### src/hw/rtl/ppn_pkg.sv
// ----------------------------------------------------------------------------
// ppn_pkg
// Shared widths, datapath operation codes and controller/datapath
// interface types for the point to polyline nearest-point block.
// ----------------------------------------------------------------------------
package ppn_pkg;

  localparam int COORD_W      = 24;
  localparam int FRAC_W       = 16;
  localparam int PARAM_W      = FRAC_W + 1;
  localparam int DIFF_W       = COORD_W + 1;
  localparam int PROD_W       = 2 * DIFF_W;
  localparam int DOT_W        = PROD_W + 2;
  localparam int DIST_W       = 50;
  localparam int REM_W        = DIST_W + 1;
  localparam int SPAN_W       = 16;
  localparam int STATUS_W     = 2;
  localparam int MAX_VERTICES = 65536;
  localparam int CNT_W        = $clog2(MAX_VERTICES + 2);
  localparam int STEP_W       = 5;
  localparam int DIV_STEPS    = PARAM_W;

  // shared multiplier operand selection
  localparam logic [3:0] MUL_DXPX = 4'd0;
  localparam logic [3:0] MUL_DYPY = 4'd1;
  localparam logic [3:0] MUL_DZPZ = 4'd2;
  localparam logic [3:0] MUL_DXDX = 4'd3;
  localparam logic [3:0] MUL_DYDY = 4'd4;
  localparam logic [3:0] MUL_DZDZ = 4'd5;
  localparam logic [3:0] MUL_PDX  = 4'd6;
  localparam logic [3:0] MUL_PDY  = 4'd7;
  localparam logic [3:0] MUL_PDZ  = 4'd8;
  localparam logic [3:0] MUL_EXEX = 4'd9;
  localparam logic [3:0] MUL_EYEY = 4'd10;
  localparam logic [3:0] MUL_EZEZ = 4'd11;

  // accumulator target for the registered product
  localparam logic [1:0] ACC_NONE = 2'd0;
  localparam logic [1:0] ACC_DOT  = 2'd1;
  localparam logic [1:0] ACC_LEN  = 2'd2;
  localparam logic [1:0] ACC_DIST = 2'd3;

  // result status codes
  localparam logic [STATUS_W-1:0] ST_OK       = 2'd0;
  localparam logic [STATUS_W-1:0] ST_SHORT    = 2'd1;
  localparam logic [STATUS_W-1:0] ST_OVERFLOW = 2'd2;

  typedef struct packed {
    logic       capture;
    logic       load_query;
    logic       overflow;
    logic       acc_clr;
    logic [3:0] mul_sel;
    logic [1:0] acc_sel;
    logic       sel_end;
    logic       sel_start;
    logic       div_init;
    logic       div_step;
    logic       param_fix;
    logic       near_wr;
    logic [1:0] near_idx;
    logic       update;
    logic       store;
    logic       emit;
  } dp_cmd_t;

  typedef struct packed {
    logic opcode;
    logic last;
    logic count_zero;
    logic count_full;
    logic seg_end;
    logic seg_start;
  } dp_stat_t;

endpackage

### src/hw/rtl/ppn_ctrl.sv
// ----------------------------------------------------------------------------
// ppn_ctrl
// Sequencer for one transaction: dispatch, query load, dot/length products,
// clamp decision, restoring division, nearest point, distance, best update and store.
// ----------------------------------------------------------------------------
module ppn_ctrl (
  input  logic              clk,
  input  logic              rst,
  input  logic              start,
  output logic              busy,
  input  ppn_pkg::dp_stat_t stat,
  output ppn_pkg::dp_cmd_t  cmd
);
  import ppn_pkg::*;

  localparam logic [3:0] S_IDLE   = 4'd0;
  localparam logic [3:0] S_DISP   = 4'd1;
  localparam logic [3:0] S_DIFF   = 4'd2;
  localparam logic [3:0] S_MAC    = 4'd3;
  localparam logic [3:0] S_DECIDE = 4'd4;
  localparam logic [3:0] S_DIV    = 4'd5;
  localparam logic [3:0] S_PFIX   = 4'd6;
  localparam logic [3:0] S_NEAR   = 4'd7;
  localparam logic [3:0] S_DIST   = 4'd8;
  localparam logic [3:0] S_UPD    = 4'd9;
  localparam logic [3:0] S_STORE  = 4'd10;
  localparam logic [3:0] S_FIN    = 4'd11;

  logic [3:0]        state, state_next;
  logic [STEP_W-1:0] step, step_next;

  assign busy = (state != S_IDLE);

  // state and step counter
  always_ff @(posedge clk) begin
    if (rst) begin
      state <= S_IDLE;
      step  <= '0;
    end else begin
      state <= state_next;
      step  <= step_next;
    end
  end

  // next state and datapath commands
  always_comb begin
    state_next = state;
    step_next  = '0;
    cmd        = '0;
    case (state)
      S_IDLE: begin
        if (start) begin
          cmd.capture = 1'b1;
          state_next  = S_DISP;
        end
      end
      S_DISP: begin
        if (!stat.opcode) begin
          cmd.load_query = 1'b1;
          state_next     = S_IDLE;
        end else if (stat.count_full) begin
          cmd.overflow = 1'b1;
          state_next   = S_FIN;
        end else if (stat.count_zero) begin
          state_next = S_STORE;
        end else begin
          state_next = S_DIFF;
        end
      end
      S_DIFF: begin
        cmd.acc_clr = 1'b1;
        state_next  = S_MAC;
      end
      S_MAC: begin
        case (step)
          5'd0: cmd.mul_sel = MUL_DXPX;
          5'd1: cmd.mul_sel = MUL_DYPY;
          5'd2: cmd.mul_sel = MUL_DZPZ;
          5'd3: cmd.mul_sel = MUL_DXDX;
          5'd4: cmd.mul_sel = MUL_DYDY;
          5'd5: cmd.mul_sel = MUL_DZDZ;
          default: cmd.mul_sel = MUL_DXPX;
        endcase
        if (step >= 5'd1 && step <= 5'd3) cmd.acc_sel = ACC_DOT;
        else if (step >= 5'd4) cmd.acc_sel = ACC_LEN;
        if (step == 5'd6) begin
          state_next = S_DECIDE;
        end else begin
          step_next = step + 5'd1;
        end
      end
      S_DECIDE: begin
        if (stat.seg_end) begin
          cmd.sel_end = 1'b1;
          state_next  = S_DIST;
        end else if (stat.seg_start) begin
          cmd.sel_start = 1'b1;
          state_next    = S_DIST;
        end else begin
          cmd.div_init = 1'b1;
          state_next   = S_DIV;
        end
      end
      S_DIV: begin
        cmd.div_step = 1'b1;
        if (step == STEP_W'(DIV_STEPS - 1)) begin
          state_next = S_PFIX;
        end else begin
          step_next = step + 5'd1;
        end
      end
      S_PFIX: begin
        cmd.param_fix = 1'b1;
        state_next    = S_NEAR;
      end
      S_NEAR: begin
        case (step)
          5'd0: cmd.mul_sel = MUL_PDX;
          5'd1: cmd.mul_sel = MUL_PDY;
          5'd2: cmd.mul_sel = MUL_PDZ;
          default: cmd.mul_sel = MUL_PDX;
        endcase
        if (step != 5'd0) begin
          cmd.near_wr  = 1'b1;
          cmd.near_idx = step[1:0] - 2'd1;
        end
        if (step == 5'd3) begin
          state_next = S_DIST;
        end else begin
          step_next = step + 5'd1;
        end
      end
      S_DIST: begin
        case (step)
          5'd0: cmd.mul_sel = MUL_EXEX;
          5'd1: cmd.mul_sel = MUL_EYEY;
          5'd2: cmd.mul_sel = MUL_EZEZ;
          default: cmd.mul_sel = MUL_EXEX;
        endcase
        if (step != 5'd0) cmd.acc_sel = ACC_DIST;
        if (step == 5'd3) begin
          state_next = S_UPD;
        end else begin
          step_next = step + 5'd1;
        end
      end
      S_UPD: begin
        cmd.update = 1'b1;
        state_next = S_STORE;
      end
      S_STORE: begin
        cmd.store  = 1'b1;
        state_next = S_FIN;
      end
      S_FIN: begin
        cmd.emit   = stat.last;
        state_next = S_IDLE;
      end
      default: state_next = S_IDLE;
    endcase
  end

endmodule

### src/hw/rtl/ppn_dp.sv
// ----------------------------------------------------------------------------
// ppn_dp
// Datapath: input and vertex registers, shared 25x25 multiplier with
// accumulators, restoring divider, nearest-point rounding, best tracking
// and the registered result.
// ----------------------------------------------------------------------------
module ppn_dp (
  input  logic                                   clk,
  input  logic                                   rst,
  input  logic                                   three_d,
  input  logic                                   opcode,
  input  logic signed [ppn_pkg::COORD_W-1:0]     coord_x,
  input  logic signed [ppn_pkg::COORD_W-1:0]     coord_y,
  input  logic signed [ppn_pkg::COORD_W-1:0]     coord_z,
  input  logic                                   last_vertex,
  input  ppn_pkg::dp_cmd_t                       cmd,
  output ppn_pkg::dp_stat_t                      stat,
  output logic                                   done,
  output logic [ppn_pkg::DIST_W-1:0]             min_dist_sq,
  output logic [ppn_pkg::SPAN_W-1:0]             span_index,
  output logic [ppn_pkg::PARAM_W-1:0]            span_param,
  output logic signed [ppn_pkg::COORD_W-1:0]     near_x,
  output logic signed [ppn_pkg::COORD_W-1:0]     near_y,
  output logic signed [ppn_pkg::COORD_W-1:0]     near_z,
  output logic [ppn_pkg::STATUS_W-1:0]           status
);
  import ppn_pkg::*;

  logic                      in_op, in_last;
  logic signed [COORD_W-1:0] cur [3];
  logic signed [COORD_W-1:0] query [3];
  logic signed [COORD_W-1:0] prev [3];
  logic [CNT_W-1:0]          count;
  logic signed [DIFF_W-1:0]  dv [3];
  logic signed [DIFF_W-1:0]  pv [3];
  logic signed [DIFF_W-1:0]  ev [3];
  logic signed [COORD_W-1:0] qv [3];
  logic signed [COORD_W-1:0] av [3];
  logic signed [COORD_W-1:0] bv [3];
  logic signed [COORD_W-1:0] nr [3];
  logic signed [PROD_W-1:0]  prod;
  logic signed [DIFF_W-1:0]  ma, mb;
  logic signed [DOT_W-1:0]   dot;
  logic [DIST_W-1:0]         len;
  logic [DIST_W-1:0]         dist_acc;
  logic [REM_W-1:0]          rem, rem2;
  logic [PARAM_W-1:0]        quo;
  logic [PARAM_W-1:0]        param;
  logic signed [PROD_W-1:0]  rnd, shf;
  logic [DIST_W-1:0]         best_dist;
  logic [SPAN_W-1:0]         best_span;
  logic [PARAM_W-1:0]        best_param;
  logic signed [COORD_W-1:0] best_pt [3];
  logic [STATUS_W-1:0]       st_code;

  // z is treated as zero in 2D mode
  always_comb begin
    for (int i = 0; i < 3; i++) begin
      qv[i] = (i == 2 && !three_d) ? '0 : query[i];
      av[i] = (i == 2 && !three_d) ? '0 : prev[i];
      bv[i] = (i == 2 && !three_d) ? '0 : cur[i];
      ev[i] = {qv[i][COORD_W-1], qv[i]} - {nr[i][COORD_W-1], nr[i]};
    end
  end

  // status toward the controller
  assign stat.opcode     = in_op;
  assign stat.last       = in_last;
  assign stat.count_zero = (count == '0);
  assign stat.count_full = (count >= CNT_W'(MAX_VERTICES));
  assign stat.seg_end    = (len == '0) ||
                           (dot > 0 && dot >= $signed({2'b00, len}));
  assign stat.seg_start  = (dot <= 0);

  // shared multiplier operand selection
  always_comb begin
    case (cmd.mul_sel)
      MUL_DXPX: begin ma = dv[0]; mb = pv[0]; end
      MUL_DYPY: begin ma = dv[1]; mb = pv[1]; end
      MUL_DZPZ: begin ma = dv[2]; mb = pv[2]; end
      MUL_DXDX: begin ma = dv[0]; mb = dv[0]; end
      MUL_DYDY: begin ma = dv[1]; mb = dv[1]; end
      MUL_DZDZ: begin ma = dv[2]; mb = dv[2]; end
      MUL_PDX:  begin ma = $signed({(DIFF_W-PARAM_W)'(0), param}); mb = dv[0]; end
      MUL_PDY:  begin ma = $signed({(DIFF_W-PARAM_W)'(0), param}); mb = dv[1]; end
      MUL_PDZ:  begin ma = $signed({(DIFF_W-PARAM_W)'(0), param}); mb = dv[2]; end
      MUL_EXEX: begin ma = ev[0]; mb = ev[0]; end
      MUL_EYEY: begin ma = ev[1]; mb = ev[1]; end
      MUL_EZEZ: begin ma = ev[2]; mb = ev[2]; end
      default:  begin ma = dv[0]; mb = pv[0]; end
    endcase
  end

  // rounding of param*d, halves toward plus infinity
  assign rnd  = prod + PROD_W'(1 << (FRAC_W - 1));
  assign shf  = rnd >>> FRAC_W;
  assign rem2 = {rem[REM_W-2:0], 1'b0};

  // status of the finished polyline
  always_comb begin
    if (count > CNT_W'(MAX_VERTICES)) st_code = ST_OVERFLOW;
    else if (count < CNT_W'(2))       st_code = ST_SHORT;
    else                              st_code = ST_OK;
  end

  // arithmetic registers
  always_ff @(posedge clk) begin
    prod <= ma * mb;
    if (cmd.capture) begin
      in_op   <= opcode;
      in_last <= last_vertex;
      cur[0]  <= coord_x;
      cur[1]  <= coord_y;
      cur[2]  <= coord_z;
    end
    if (cmd.acc_clr) begin
      for (int i = 0; i < 3; i++) begin
        dv[i] <= {bv[i][COORD_W-1], bv[i]} - {av[i][COORD_W-1], av[i]};
        pv[i] <= {qv[i][COORD_W-1], qv[i]} - {av[i][COORD_W-1], av[i]};
      end
      dot      <= '0;
      len      <= '0;
      dist_acc <= '0;
    end else begin
      case (cmd.acc_sel)
        ACC_DOT:  dot      <= dot + DOT_W'(prod);
        ACC_LEN:  len      <= len + prod[DIST_W-1:0];
        ACC_DIST: dist_acc <= dist_acc + prod[DIST_W-1:0];
        default:  ;
      endcase
    end
    if (cmd.div_init) begin
      rem <= {1'b0, dot[DIST_W-1:0]};
      quo <= '0;
    end else if (cmd.div_step) begin
      if (rem2 >= {1'b0, len}) begin
        rem <= rem2 - {1'b0, len};
        quo <= {quo[PARAM_W-2:0], 1'b1};
      end else begin
        rem <= rem2;
        quo <= {quo[PARAM_W-2:0], 1'b0};
      end
    end
    if (cmd.sel_end) begin
      param <= PARAM_W'(1 << FRAC_W);
      for (int i = 0; i < 3; i++) nr[i] <= bv[i];
    end else if (cmd.sel_start) begin
      param <= '0;
      for (int i = 0; i < 3; i++) nr[i] <= av[i];
    end else if (cmd.param_fix) begin
      param <= PARAM_W'(({1'b0, quo} + 1'b1) >> 1);
    end
    if (cmd.near_wr) begin
      nr[cmd.near_idx] <= av[cmd.near_idx] + shf[COORD_W-1:0];
    end
  end

  // polyline and best-segment state
  always_ff @(posedge clk) begin
    if (rst) begin
      done       <= 1'b0;
      count      <= '0;
      best_dist  <= '1;
      best_span  <= '0;
      best_param <= '0;
      for (int i = 0; i < 3; i++) begin
        query[i]   <= '0;
        prev[i]    <= '0;
        best_pt[i] <= '0;
      end
    end else begin
      done <= cmd.emit;
      if (cmd.load_query || cmd.emit) begin
        count      <= '0;
        best_dist  <= '1;
        best_span  <= '0;
        best_param <= '0;
        for (int i = 0; i < 3; i++) begin
          prev[i]    <= '0;
          best_pt[i] <= '0;
        end
      end
      if (cmd.load_query) begin
        for (int i = 0; i < 3; i++) query[i] <= cur[i];
      end
      if (cmd.overflow) count <= CNT_W'(MAX_VERTICES + 1);
      if (cmd.store) begin
        count <= count + 1'b1;
        for (int i = 0; i < 3; i++) prev[i] <= cur[i];
      end
      if (cmd.update && dist_acc < best_dist) begin
        best_dist  <= dist_acc;
        best_span  <= SPAN_W'(count - 1'b1);
        best_param <= param;
        for (int i = 0; i < 3; i++) best_pt[i] <= nr[i];
      end
    end
  end

  // result registers
  always_ff @(posedge clk) begin
    if (cmd.emit) begin
      status <= st_code;
      if (st_code == ST_OK) begin
        min_dist_sq <= best_dist;
        span_index  <= best_span;
        span_param  <= best_param;
        near_x      <= best_pt[0];
        near_y      <= best_pt[1];
        near_z      <= three_d ? best_pt[2] : '0;
      end else begin
        min_dist_sq <= '0;
        span_index  <= '0;
        span_param  <= '0;
        near_x      <= '0;
        near_y      <= '0;
        near_z      <= '0;
      end
    end
  end

endmodule

### src/hw/rtl/point_polyline_nearest_top.sv
// ----------------------------------------------------------------------------
// point_polyline_nearest_top
// Nearest point on a 2D/3D polyline to a query point.
// ----------------------------------------------------------------------------
// Usage: a transaction is taken when start is high and busy is low. opcode 0
// loads the query point and starts a new polyline (no result).
// opcode 1 delivers one vertex; with last_vertex set, the answer appears on
// the result ports, marked by done high for exactly one cycle, once the vertex
// is finished. The receiver cannot stall the block.
// An overflowed vertex goes straight to the finish, a first vertex is only
// stored, a vertex closing a segment clamped to an end skips the divider and
// an interior projection runs the 17-step restoring divider. The single shared
// 25x25 multiplier is used for dot, length, nearest point and distance.
// Reset: three_d is 1, query point the origin, polyline and best cleared. The user
// writes register three_d (byte address 0) over the APB port only while idle; the block does not enforce this.
// ----------------------------------------------------------------------------
module point_polyline_nearest_top (
  input  logic                               clk,
  input  logic                               rst,
  input  logic                               psel,
  input  logic                               penable,
  input  logic                               pwrite,
  input  logic [2:0]                         paddr,
  input  logic [31:0]                        pwdata,
  output logic [31:0]                        prdata,
  output logic                               pready,
  input  logic                               start,
  output logic                               busy,
  input  logic                               opcode,
  input  logic signed [ppn_pkg::COORD_W-1:0] coord_x,
  input  logic signed [ppn_pkg::COORD_W-1:0] coord_y,
  input  logic signed [ppn_pkg::COORD_W-1:0] coord_z,
  input  logic                               last_vertex,
  output logic                               done,
  output logic [ppn_pkg::DIST_W-1:0]         min_dist_sq,
  output logic [ppn_pkg::SPAN_W-1:0]         span_index,
  output logic [ppn_pkg::PARAM_W-1:0]        span_param,
  output logic signed [ppn_pkg::COORD_W-1:0] near_x,
  output logic signed [ppn_pkg::COORD_W-1:0] near_y,
  output logic signed [ppn_pkg::COORD_W-1:0] near_z,
  output logic [ppn_pkg::STATUS_W-1:0]       status
);
  import ppn_pkg::*;

  logic     three_d;
  dp_cmd_t  cmd;
  dp_stat_t stat;

  // configuration register
  assign pready = 1'b1;
  assign prdata = (paddr[2] == 1'b0) ? {31'b0, three_d} : 32'b0;

  always_ff @(posedge clk) begin
    if (rst) begin
      three_d <= 1'b1;
    end else if (psel && penable && pwrite && paddr[2] == 1'b0) begin
      three_d <= pwdata[0];
    end
  end

  ppn_ctrl u_ctrl (
    .clk   (clk),
    .rst   (rst),
    .start (start),
    .busy  (busy),
    .stat  (stat),
    .cmd   (cmd)
  );

  ppn_dp u_dp (
    .clk         (clk),
    .rst         (rst),
    .three_d     (three_d),
    .opcode      (opcode),
    .coord_x     (coord_x),
    .coord_y     (coord_y),
    .coord_z     (coord_z),
    .last_vertex (last_vertex),
    .cmd         (cmd),
    .stat        (stat),
    .done        (done),
    .min_dist_sq (min_dist_sq),
    .span_index  (span_index),
    .span_param  (span_param),
    .near_x      (near_x),
    .near_y      (near_y),
    .near_z      (near_z),
    .status      (status)
  );

endmodule
### config.mk
export PLATFORM = sky130hd
export DESIGN_NAME = point_polyline_nearest_top
export DESIGN_NICKNAME = d
export VERILOG_FILES = /design/src/hw/rtl/ppn_pkg.sv /design/src/hw/rtl/ppn_ctrl.sv /design/src/hw/rtl/ppn_dp.sv /design/src/hw/rtl/point_polyline_nearest_top.sv
export SDC_FILE = /design/constraint.sdc
export NUM_CORES = 2
export LEC_CHECK = 0
export ABC_CLOCK_PERIOD_IN_PS = 16450
export BUFFER_PORTS_ARGS = -buffer_cell sky130_fd_sc_hd__buf_2
export CAP_MARGIN = 20
export CORE_ASPECT_RATIO = 1.75
export CORE_MARGIN = 8
export CORE_UTILIZATION = 40
export DETAILED_ROUTE_END_ITERATION = 10
export GPL_TIMING_DRIVEN = 0
export HOLD_SLACK_MARGIN = 0.05
export PLACE_DENSITY = 0.63
export SYNTH_ARGS = -nofsm -noshare
export SYNTH_HDL_FRONTEND = slang
export SYNTH_HIERARCHICAL = 1
export SYNTH_SLANG_ARGS = --single-unit
### constraint.sdc
create_clock -name clk -period 16.45 [get_ports clk]
set_clock_uncertainty 0.2 [all_clocks]
set_input_delay 0 -clock clk [delete_from_list [all_inputs] [get_ports clk]]
set_output_delay 0 -clock clk [all_outputs]
set_load 0.05 [all_outputs]
==> impl_metrics.ini <==
[clock_network]
ctsLongestPathBuffers = 3
post_cts_buffers = 0
clkSlewWorstSetupHoldPaths_ps = 70
clk_latency_ps = 800
cts_tree = done
numCtsBuffers = 111
htree_levels = 3
cts.sinks = 1066
cts_root_buf = clkbuf_16

[min_path]
hold_class = input pin to flop
min_path_cells = 5
hold_start = rst
holdPathEnd = u_ctrl/state[2]$_SDFFE_PP0P_

[sta]
worst_slew_pin_slew_ps = 1260
final-hold-violation-count = 0
setup_tns_ps = 0
fmax_mhz = 61.6
setup_slack_ps = 206
finalMaxSlewViolations = 0
setup_violations = 0
finalCriticalPeriod_ps = 16240
final.period_utilization = 0.987
rsz0062_at_grt = no
relSlewSlack = 0.162

[die]
fp.dieW_um = 371
die_h_um = 637
rows = 228
start_util = 0.401
io_pins = 307
core_sq_um = 220000
die-area_sq_um = 237000

[detailed_routing]
drt_iter0_markers = 5409
drc = 0
vias = 75100
first_pass_iters = 8
via_per_inst = 5.76
routedWlPerCell_um = 32.8
ant_nets = 0
wirelength_um = 428000

[placement]
post-place-ws_ps = -220
portBuffers = 241
hpwlAfterDp_um = 357000
gp_congestion = 1.03
placed_cells = 12700

[global_route]
grt_pass1_vias = 78500
grt_use_total = 0.355
grt_max_degree = 59
antenna_found_initial = 25
grt-ovfl-total = 0
grt_pass1_wl_um = 588000

[finish]
layout.cells.non_filler = 13000
fillerInstances = 21200
drive_gt1_frac = 0.0716
layout.nets = 11500
synthToLayoutAreaGrowth_pct = 13.8

[critical_path]
cpLargestDelayFamily = adder cells
rr_startpoint = three_d$_SDFFE_PP1P_
slowest_delay_ps = 900
r2r_slack_ps = 210
worst_r2r_path_depth = 41
cp_slowest_cell = clkbuf_1
crit_path_frequent_cell = fa_1
worstPathMaxFanout = 10
critPathRequiredTime_ps = 16860
endpoint_kind = flop
cp-start-kind = flop
crit_arrival_ps = 16650
reg2reg_to = u_dp/prod[45]$_DFF_P_
worstSetupPathType = flop to flop
critPathBufInv = 9

[status]
status = finished, final reports clean

[flow_run]
maxCapViolCount = 0

[yosys]
synth_top_area_frac = 0.245
synthMostInstantiatedCell = nand2_1
seq_area_frac_synth = 0.323
yosys-top-cells-area = edfxtp_1, fa_1, ha_1
synth_cell_types = 98
ys_ff_latch = 1066
synth-async-reset-ratio = 0
synth_top_area_cell = edfxtp_1
ys.warnings.count = 6
syn_area_per_cell_sq_um = 9.38
synthCells = 9413
syn-cell-area_sq_um = 88300
synth-edff-count = 719
synth_common_cells = nand2_1, inv_1, edfxtp_1
synth_ff_type = edfxtp_1
==> placed cells by master, fill, tap and decap left out, types with 155 or more instances in the layout <==
| cell | n |
|---|---|
| nand2_1 | 1021 |
| inv_1 | 976 |
| edfxtp_1 | 719 |
| ha_1 | 685 |
| fa_1 | 672 |
| nor2_1 | 643 |
| a21oi_1 | 621 |
| o21ai_0 | 418 |
| clkbuf_1 | 376 |
| dfxtp_1 | 347 |
| and2_1 | 332 |
| xnor2_1 | 312 |
| nor3_1 | 267 |
| a21o_1 | 257 |
| buf_2 | 251 |
| xor2_1 | 158 |
| dlygate4sd3_1 | 157 |
| nand3_1 | 155 |
==> sequential cells by signal, indices dropped and copies added (netlist names), 24 cells and up <==
register          cells
u_dp/best_dist       50
u_dp/best_pt         72
u_dp/cur             72
u_dp/dist_acc        50
u_dp/dot             52
u_dp/dv              75
u_dp/len             50
u_dp/min_dist_sq     50
u_dp/near_x          24
u_dp/near_y          24
u_dp/near_z          24
u_dp/nr              72
u_dp/prev            72
u_dp/prod            50
u_dp/pv              75
u_dp/query           72
u_dp/rem             50
==> tightest hold or removal path: stages <==
cell and delay (ps):
dlygate4sd3_1 520, buf_2 270, nor2_1 70, o211ai_1 100, mux2i_1 70
==> kinds of logic (layout without fill, tap and decap cells) <==
family                     Yosys count  in the layout  share of synthesized area
other                                2             48                  0.0000851
muxes                               98             98                     0.0120
xor gates and xnor gates           470            470                     0.0466
adders and majority gates         1357           1357                      0.250
AOI/OAI and AO/OA                 2042           2042                      0.147
and+or+nand+nor                   2972           2972                      0.159
DFF                               1066           1066                      0.323
buffers and inverters             1406           2116                     0.0618
==> worst max path at each step <==
| stage | end | slack (ps) | cells past startpoint | start |
|---|---|---|---|---|
| after floorplan | u_dp/dist_acc[47]$_SDFFE_PP0N_ | 2790 | 6 | u_ctrl/state[1]$_SDFFE_PP0P_ |
| after global placement | u_dp/dot[38]$_SDFFE_PP0N_ | -9400 | 7 | u_ctrl/state[1]$_SDFFE_PP0P_ |
| after detailed placement | u_dp/prod[45]$_DFF_P_ | -220 | 39 | three_d$_SDFFE_PP1P_ |
| after CTS | u_dp/prod[45]$_DFF_P_ | 80 | 39 | three_d$_SDFFE_PP1P_ |
| after global routing | u_dp/prod[45]$_DFF_P_ | 60 | 41 | three_d$_SDFFE_PP1P_ |
| final | u_dp/prod[45]$_DFF_P_ | 210 | 41 | three_d$_SDFFE_PP1P_ |
==> per-layer routing <==
layer	global-route usage	vias up	wire length, um
li1	-	33700	-
met1	0.322	37000	131000
met2	0.630	3021	214000
met3	0.0587	1377	21800
met4	0.398	12	61800
met5	0	-	72
==> metrics by stage <==
step                      hold WS [ps]  utilization  cell area, sq um
after floorplan                   -131            -             88400
after CTS                         52.0        0.456            100000
after global routing               129        0.456            100000
after global placement           -22.4        0.424             93200
final                              111        0.456            100000
after detailed placement         -21.9        0.431             94700
==> final cells by class <==
cell class	count	area (sq um)	share of cell area
Multi-Input combinational cell	6971	54600	0.543
Sequential cell	1066	28500	0.284
Timing Repair Buffer	498	4220	0.0420
Inverter	977	3670	0.0365
Tap cell	2875	3600	0.0358
Clock buffer	149	3140	0.0313
Buffer	429	1790	0.0178
Clock inverter	63	846	0.00842
Antenna cell	16	40.0	0.000399
==> repair_timing <==
| action | in CTS | in global routing |
|---|---|---|
| resized for setup | 1 | 0 |
| hold endpoints to repair | 189 | 0 |
| endpoints found under the setup margin | 3 | 0 |
| hold buffers | 157 | 0 |
Power is left out: the tool's default activity adds up to more than one toggle a clock period on the data nets, which glitch-free logic cannot reach.
